`src/rtl/core/sle_pkg.sv`:
```
package sle_pkg;

    localparam int CAPACITY    = 64;
    localparam int VALUE_WIDTH = 32;
    localparam int ADDR_W      = $clog2(CAPACITY);
    localparam int CNT_W       = $clog2(CAPACITY + 1);

    typedef logic signed [VALUE_WIDTH-1:0] t_val;
    typedef logic [ADDR_W-1:0]             t_addr;
    typedef logic [CNT_W-1:0]              t_cnt;

    typedef enum logic [2:0] {
        CMD_INSERT    = 3'd0,
        CMD_REM_FIRST = 3'd1,
        CMD_REM_LAST  = 3'd2,
        CMD_REM_AT    = 3'd3,
        CMD_SEARCH    = 3'd4,
        CMD_CLEAR     = 3'd5
    } t_cmd;

    typedef struct packed {
        logic  we;
        t_addr waddr;
        t_val  wdata;
        t_addr raddr;
    } t_ram_req;

endpackage

```
`src/rtl/core/sorted_list_engine_unit.sv`:
```
// Channel | Direction | Handshake          | Payload
// command | in        | i_valid / o_stall  | i_command, i_value, i_position
// result  | out       | o_valid / i_stall  | o_ok, o_found_position, o_count
//
// A command is taken only while the sequencer is idle; o_stall is high otherwise.
// Insert moves each of the entries not less than the value up one place, from the back,
// and writes the value in the slot so freed, which may be the front of the list.
// Remove moves the entries behind the removed one down one place; search scans from the
// front of the list and stops at the first match, or at the end of the list for none.
// Every step is bound by the single read port of the entry memory and its registered read data.
// Reset empties the list; a held result stalls only the completion of the next command.
module sorted_list_engine_unit (
    input  logic        i_clk,
    input  logic        i_rst_n,
    input  logic        i_valid,
    output logic        o_stall,
    input  logic [2:0]  i_command,
    input  logic [31:0] i_value,
    input  logic [6:0]  i_position,
    output logic        o_valid,
    input  logic        i_stall,
    output logic        o_ok,
    output logic [6:0]  o_found_position,
    output logic [6:0]  o_count
);

    typedef enum logic [2:0] {
        S_IDLE, S_INS_RD, S_INS_CMP, S_REM_RD, S_REM_WR, S_SRCH_RD, S_SRCH_CMP, S_PUT
    } t_state;

    t_state            r_state;
    sle_pkg::t_cnt     r_count;
    sle_pkg::t_cnt     r_idx;
    sle_pkg::t_val     r_val;
    logic              r_res_ok;
    sle_pkg::t_cnt     r_res_found;
    logic              r_ovalid;
    logic              r_ok;
    logic [6:0]        r_found;
    logic [6:0]        r_cnt_out;
    sle_pkg::t_ram_req n_req;
    sle_pkg::t_val     w_rdata;
    sle_pkg::t_cnt     w_idx_m1;
    sle_pkg::t_cnt     w_idx_p1;
    sle_pkg::t_cnt     w_pos;

    assign w_idx_m1 = r_idx - 1'b1;
    assign w_idx_p1 = r_idx + 1'b1;
    assign w_pos    = sle_pkg::CNT_W'(i_position);

    sle_ram #(
        .DEPTH(sle_pkg::CAPACITY),
        .WIDTH(sle_pkg::VALUE_WIDTH)
    ) u_ram (
        .i_clk  (i_clk),
        .i_we   (n_req.we),
        .i_waddr(n_req.waddr),
        .i_wdata(n_req.wdata),
        .i_raddr(n_req.raddr),
        .o_rdata(w_rdata)
    );

    always_comb begin
        n_req.we    = 1'b0;
        n_req.waddr = r_idx[sle_pkg::ADDR_W-1:0];
        n_req.wdata = r_val;
        n_req.raddr = r_idx[sle_pkg::ADDR_W-1:0];
        unique case (r_state)
            S_INS_RD: begin
                n_req.raddr = w_idx_m1[sle_pkg::ADDR_W-1:0];
                n_req.we    = (r_idx == '0);
            end
            S_INS_CMP: begin
                n_req.we    = 1'b1;
                n_req.wdata = (w_rdata >= r_val) ? w_rdata : r_val;
            end
            S_REM_RD: begin
                n_req.raddr = w_idx_p1[sle_pkg::ADDR_W-1:0];
            end
            S_REM_WR: begin
                n_req.we    = 1'b1;
                n_req.wdata = w_rdata;
            end
            S_IDLE, S_SRCH_RD, S_SRCH_CMP, S_PUT: begin
            end
            default: begin
            end
        endcase
    end

    always_ff @(posedge i_clk) begin
        if (!i_rst_n) begin
            r_state  <= S_IDLE;
            r_count  <= '0;
            r_ovalid <= 1'b0;
        end else begin
            if (r_ovalid && !i_stall && r_state != S_PUT) begin
                r_ovalid <= 1'b0;
            end
            unique case (r_state)
                S_IDLE: begin
                    if (i_valid) begin
                        r_val       <= i_value[sle_pkg::VALUE_WIDTH-1:0];
                        r_res_ok    <= 1'b0;
                        r_res_found <= '0;
                        r_state     <= S_PUT;
                        case (sle_pkg::t_cmd'(i_command))
                            sle_pkg::CMD_INSERT: begin
                                if (r_count < sle_pkg::CNT_W'(sle_pkg::CAPACITY)) begin
                                    r_idx   <= r_count;
                                    r_state <= S_INS_RD;
                                end
                            end
                            sle_pkg::CMD_REM_FIRST: begin
                                if (r_count != '0) begin
                                    r_idx    <= '0;
                                    r_res_ok <= 1'b1;
                                    r_state  <= S_REM_RD;
                                end
                            end
                            sle_pkg::CMD_REM_LAST: begin
                                if (r_count != '0) begin
                                    r_count  <= r_count - 1'b1;
                                    r_res_ok <= 1'b1;
                                end
                            end
                            sle_pkg::CMD_REM_AT: begin
                                if (i_position != '0 && w_pos <= r_count) begin
                                    r_idx    <= w_pos - 1'b1;
                                    r_res_ok <= 1'b1;
                                    r_state  <= S_REM_RD;
                                end
                            end
                            sle_pkg::CMD_SEARCH: begin
                                r_idx    <= '0;
                                r_res_ok <= 1'b1;
                                r_state  <= S_SRCH_RD;
                            end
                            sle_pkg::CMD_CLEAR: begin
                                r_count  <= '0;
                                r_res_ok <= 1'b1;
                            end
                            default: begin
                            end
                        endcase
                    end
                end
                S_INS_RD: begin
                    if (r_idx == '0) begin
                        r_count  <= r_count + 1'b1;
                        r_res_ok <= 1'b1;
                        r_state  <= S_PUT;
                    end else begin
                        r_state <= S_INS_CMP;
                    end
                end
                S_INS_CMP: begin
                    if (w_rdata >= r_val) begin
                        r_idx   <= w_idx_m1;
                        r_state <= S_INS_RD;
                    end else begin
                        r_count  <= r_count + 1'b1;
                        r_res_ok <= 1'b1;
                        r_state  <= S_PUT;
                    end
                end
                S_REM_RD: begin
                    if (w_idx_p1 >= r_count) begin
                        r_count <= r_count - 1'b1;
                        r_state <= S_PUT;
                    end else begin
                        r_state <= S_REM_WR;
                    end
                end
                S_REM_WR: begin
                    r_idx   <= w_idx_p1;
                    r_state <= S_REM_RD;
                end
                S_SRCH_RD: begin
                    r_state <= (r_idx == r_count) ? S_PUT : S_SRCH_CMP;
                end
                S_SRCH_CMP: begin
                    if (w_rdata == r_val) begin
                        r_res_found <= w_idx_p1;
                        r_state     <= S_PUT;
                    end else begin
                        r_idx   <= w_idx_p1;
                        r_state <= S_SRCH_RD;
                    end
                end
                S_PUT: begin
                    if (!r_ovalid || !i_stall) begin
                        r_ovalid  <= 1'b1;
                        r_ok      <= r_res_ok;
                        r_found   <= 7'(r_res_found);
                        r_cnt_out <= 7'(r_count);
                        r_state   <= S_IDLE;
                    end
                end
                default: begin
                    r_state <= S_IDLE;
                end
            endcase
        end
    end

    assign o_stall          = (r_state != S_IDLE);
    assign o_valid          = r_ovalid;
    assign o_ok             = r_ok;
    assign o_found_position = r_found;
    assign o_count          = r_cnt_out;

    a_count_range: assert property (@(posedge i_clk) disable iff (!i_rst_n)
        r_count <= sle_pkg::CNT_W'(sle_pkg::CAPACITY))
        else $error("Entry count exceeds capacity.");

    a_accept_busy: assert property (@(posedge i_clk) disable iff (!i_rst_n)
        (i_valid && !o_stall) |=> o_stall)
        else $error("Sequencer did not leave idle after taking a word.");

    a_write_in_range: assert property (@(posedge i_clk) disable iff (!i_rst_n)
        n_req.we |-> (r_idx < sle_pkg::CNT_W'(sle_pkg::CAPACITY)))
        else $error("Memory write beyond capacity.");

endmodule

```
`src/rtl/core/sle_ram.sv`:
```
module sle_ram #(
    parameter int DEPTH = 64,
    parameter int WIDTH = 32
) (
    input  logic                     i_clk,
    input  logic                     i_we,
    input  logic [$clog2(DEPTH)-1:0] i_waddr,
    input  logic [WIDTH-1:0]         i_wdata,
    input  logic [$clog2(DEPTH)-1:0] i_raddr,
    output logic [WIDTH-1:0]         o_rdata
);

    logic [WIDTH-1:0] r_mem [DEPTH];

    always_ff @(posedge i_clk) begin
        if (i_we) begin
            r_mem[i_waddr] <= i_wdata;
        end
        o_rdata <= r_mem[i_raddr];
    end

endmodule

```
`config.mk`:
```
export PLATFORM = sky130hd
export DESIGN_NAME = sorted_list_engine_unit
export DESIGN_NICKNAME = d
export VERILOG_FILES = /design/src/rtl/core/sle_pkg.sv /design/src/rtl/core/sorted_list_engine_unit.sv /design/src/rtl/core/sle_ram.sv
export SDC_FILE = /design/constraint.sdc
export NUM_CORES = 2
export LEC_CHECK = 0
export ABC_AREA = 1
export BUFFER_PORTS_ARGS = -buffer_cell sky130_fd_sc_hd__buf_2
export CAP_MARGIN = 20
export CORE_AREA = 5 5 432 434
export DETAILED_ROUTE_END_ITERATION = 7
export DIE_AREA = 0 0 437 439
export GPL_ROUTABILITY_DRIVEN = 0
export GPL_TIMING_DRIVEN = 0
export SYNTH_ARGS = -nofsm -noshare
export SYNTH_HDL_FRONTEND = slang
export SYNTH_SLANG_ARGS = --single-unit
```
`constraint.sdc`:
```
create_clock -name i_clk -period 12.5 [get_ports i_clk]
set_input_delay 2.5 -clock i_clk [delete_from_list [all_inputs] [get_ports i_clk]]
set_output_delay 2.5 -clock i_clk [all_outputs]
set_load 0.01 [all_outputs]
```
==> run metrics <==
Hold Path Origin r_res_ok$_SDFFCE_PP1P_; R2R Path Start r_idx[0]$_DFFE_PP_; die area 191,800 µm²; via/cell ratio 6.180; residual DRC count 0; Seq/Total Area, Yosys a little under three quarters; pre-CTS setup slack 7988 ps; Simple-Gate Fraction of Synth Area between 15 and 20%; Post-Route Skew 39.01 ps; CP Capture Type register; status finished clean; Post-synth EDFFs 2,110; Tmin final about 5000 ps; WP data arrival 5770 ps; cells on worst reg2reg path 14; CTS max path bufs 3; Initial Util ~50%; Post-CTS Setup Repair Bufs 0; mux cell area share after synthesis 0%; hold-fix buffers at CTS 0; worst ir drop on vdd 154.9 µV; synth unique cells 46; Avg WL per Cell 29.64 µm; Critical Path Source Type register; number of CTS-inserted buffers 217; CP Max Fanout 10; RSZ-0062 raised after global routing false; worst skew pair latency 880 ps; vias in the first global route 61,840; Die W between 400 and 500 µm; Mapped Nets 7,771; ys async rst share 0%; largest family of logic cells by synthesized area simple AND/OR/NAND/NOR gates; cts repair resizes 0; Slew @ Worst Pin 1243 ps; crit path capture u_ram.o_rdata[13]$_DFF_P_; post-synthesis instance total 7,672; final hold viol count 0; Avg Cell Area, Syn between 10 and 15 µm²; adder-cell share of the synthesized area 0.7338%; Cell Area, Synth ~90,000 µm²; gr usage total between 30% and 40%; Pwr Density 285.1 nW/µm²; Max-Cap Viols 0; final worst slack around 7500 ps; clk root buf clkbuf_16; crit path launch r_idx[0]$_DFFE_PP_; share of post-route cells with drive strength above 1 11.18%; data required time of the critical path 13,260 ps; xor/xnor cell area share of the yosys netlist 0.1260%; I/O pin total 63; reg2reg end u_ram.o_rdata[13]$_DFF_P_; FP Rows around 160; Final Non-Filler Cells 10,680; vias roughly 66,000; CTS Sinks approximately 2,200; Total Nets Final 8,205; CTS tree done; Synth warnings 0; Leakage 37.65 nW; final wirelength roughly 320,000 µm; DP HPWL 225,900 µm; largest net degree at the start of global routing 38; WHS approximately 420 ps; worst hold path class reg -> reg; Area Growth Syn to Fin 15.66%; filler cell count ~15,000; initial antenna violation count 28; Pins Over Slew Limit 0; Synth Flop Type edfxtp_1; first-pass GRT wire length 445,600 µm; Worst-path clk slew roughly 60 ps; Synth Area in Compound Gates 6.426%; Slew headroom 17.14%; fmax 0.1999 GHz; die span in y 439 µm; PortBufs 62; core box area 182,300 µm²; # setup viols final 0; grt total ovfl 0; flop-to-flop setup slack 7500 ps; placed insts between 10,000 and 15,000; remaining antenna violation count 0; Final Cycle Share 40.03%; register bit total from synthesis 2,153; H-tree Lvls 4; 1st-iter DRT viols slightly below 10,000; Setup CP Type reg -> reg; Pwr Total a little under 30 mW; TritonRoute pass-1 iters 6
-- layout by cell type, fill, tap and decap left out, types with 9 or more instances in the layout --
cell       Yosys  final
edfxtp_1    2110   2110
buf_12         0    104
o21ai_0      100     69
nand3_1     1515   1515
buf_4         12     13
clkbuf_1     228    283
xor2_1        10     10
a21oi_1       36     36
o21ai_1      195    195
nand4_1       16     16
nand2_1     1720   1720
dfxtp_1       43     43
ha_1          53     53
buf_1         22     22
clkbuf_16      0    219
clkinv_1       3     51
nor2_1       388    325
o21ai_4        0     31
buf_8          0     16
buf_16         0     26
inv_1        353    353
a211oi_1     248    248
clkinv_2       0     46
nor2_4         0     63
nor3_1        14     11
bufinv_16      0     16
buf_2        281    343
o22ai_1        9      9
o211ai_1     274    274
-- cell type report --
cell class              count  area [µm²]  area share, %
repair buffers            215        3423          3.275
clock inverters           128        1147          1.098
inverters                 362        1359          1.300
multi-input cells        4614       23200          22.20
clock buffers             277        5728          5.481
diodes                      6       15.01        0.01437
flip-flops and latches   2153       64220          61.45
plain buffers             543        2435          2.330
well taps                2385        2984          2.855
-- sequential cells by signal, indices dropped and copies added, names as in the netlist --
name              cells
u_ram.r_mem        2048
r_val                32
u_ram.o_rdata        32
o_count               7
o_found_position      7
r_count               7
r_idx                 7
r_res_found           7
r_state               3
o_ok                  1
o_valid               1
r_res_ok              1
-- through the flow --
stage / area (µm²) / TNS [ps] / util (%)
after floorplan: 90370 / 0 / -
after global placement: 93660 / -103130 / 51.38
final: 104500 / 0 / 57.33
after detailed placement: 97590 / 0 / 53.54
after global routing: 104500 / 0 / 57.33
after CTS: 104500 / 0 / 57.31
-- worst min path at each step --
stage	endpoint	slack, ps	cells past startpoint
floorplan	o_found_position[0]$_DFFE_PP_	400	0
global placement	o_found_position[3]$_DFFE_PP_	410	0
detailed placement	o_ok$_DFFE_PP_	410	0
CTS	o_ok$_DFFE_PP_	420	0
global route	o_ok$_DFFE_PP_	430	0
finish	o_ok$_DFFE_PP_	420	0
-- cell families after synthesis --
kind of cell               Yosys count
AOI/OAI and AO/OA                  882
xor gates and xnor gates            13
adders and majority gates           53
buffers and inverters              905
DFF                               2153
and+or+nand+nor                   3666
-- metal layers --
metal	vias up	routed length, µm	global-route usage [%]
li1	28520	-	-
met1	32560	120400	43.94
met2	4108	136100	47.56
met3	820	39710	8.966
met4	4	20390	17.64
met5	-	54	0
-- synth_stat cells (3+ instances only) --
cell type / count / area, µm²
nor3_1: 14 / 70.07
nand2_2: 3 / 18.77
xnor2_1: 3 / 26.28
o22ai_1: 9 / 56.30
nor2_1: 388 / 1456
edfxtp_1: 2110 / 63360
o21a_1: 3 / 22.52
buf_1: 22 / 82.58
inv_1: 353 / 1325
dfxtp_1: 43 / 860.8
inv_2: 6 / 22.52
a21oi_1: 36 / 180.2
buf_4: 12 / 90.09
nand4_1: 16 / 100.1
nand3_1: 1515 / 7582
o21ai_0: 100 / 500.5
clkbuf_1: 228 / 855.8
nand2_1: 1720 / 6456
a211oi_1: 248 / 1862
nor2_2: 3 / 18.77
xor2_1: 10 / 87.58
o21ai_1: 195 / 975.9
o211ai_1: 274 / 2057
ha_1: 53 / 663.1
buf_2: 281 / 1406
clkinv_1: 3 / 11.26
-- where the power goes --
part	switching, mW	internal [mW]	total, mW	leakage [nW]
sequential	0.113	9.37	9.48	19.4
clock	2.81	3.57	6.38	3.37
combinational	10.6	3.28	13.9	14.9
total	13.6	16.2	29.8	37.6
-- critical path: stages (launching register included) --
cell and delay, ps:
edfxtp_1 420, buf_2 300, inv_2 140, ha_1 380, inv_1 170, nand2_1 120
o211ai_2 260, buf_2 640, clkbuf_1 500, a211oi_1 120, o21ai_0 700, nand2_1 140
nand3_1 140, nand3_1 440, nand2_1 370
Power figures use the tool's default switching activity.
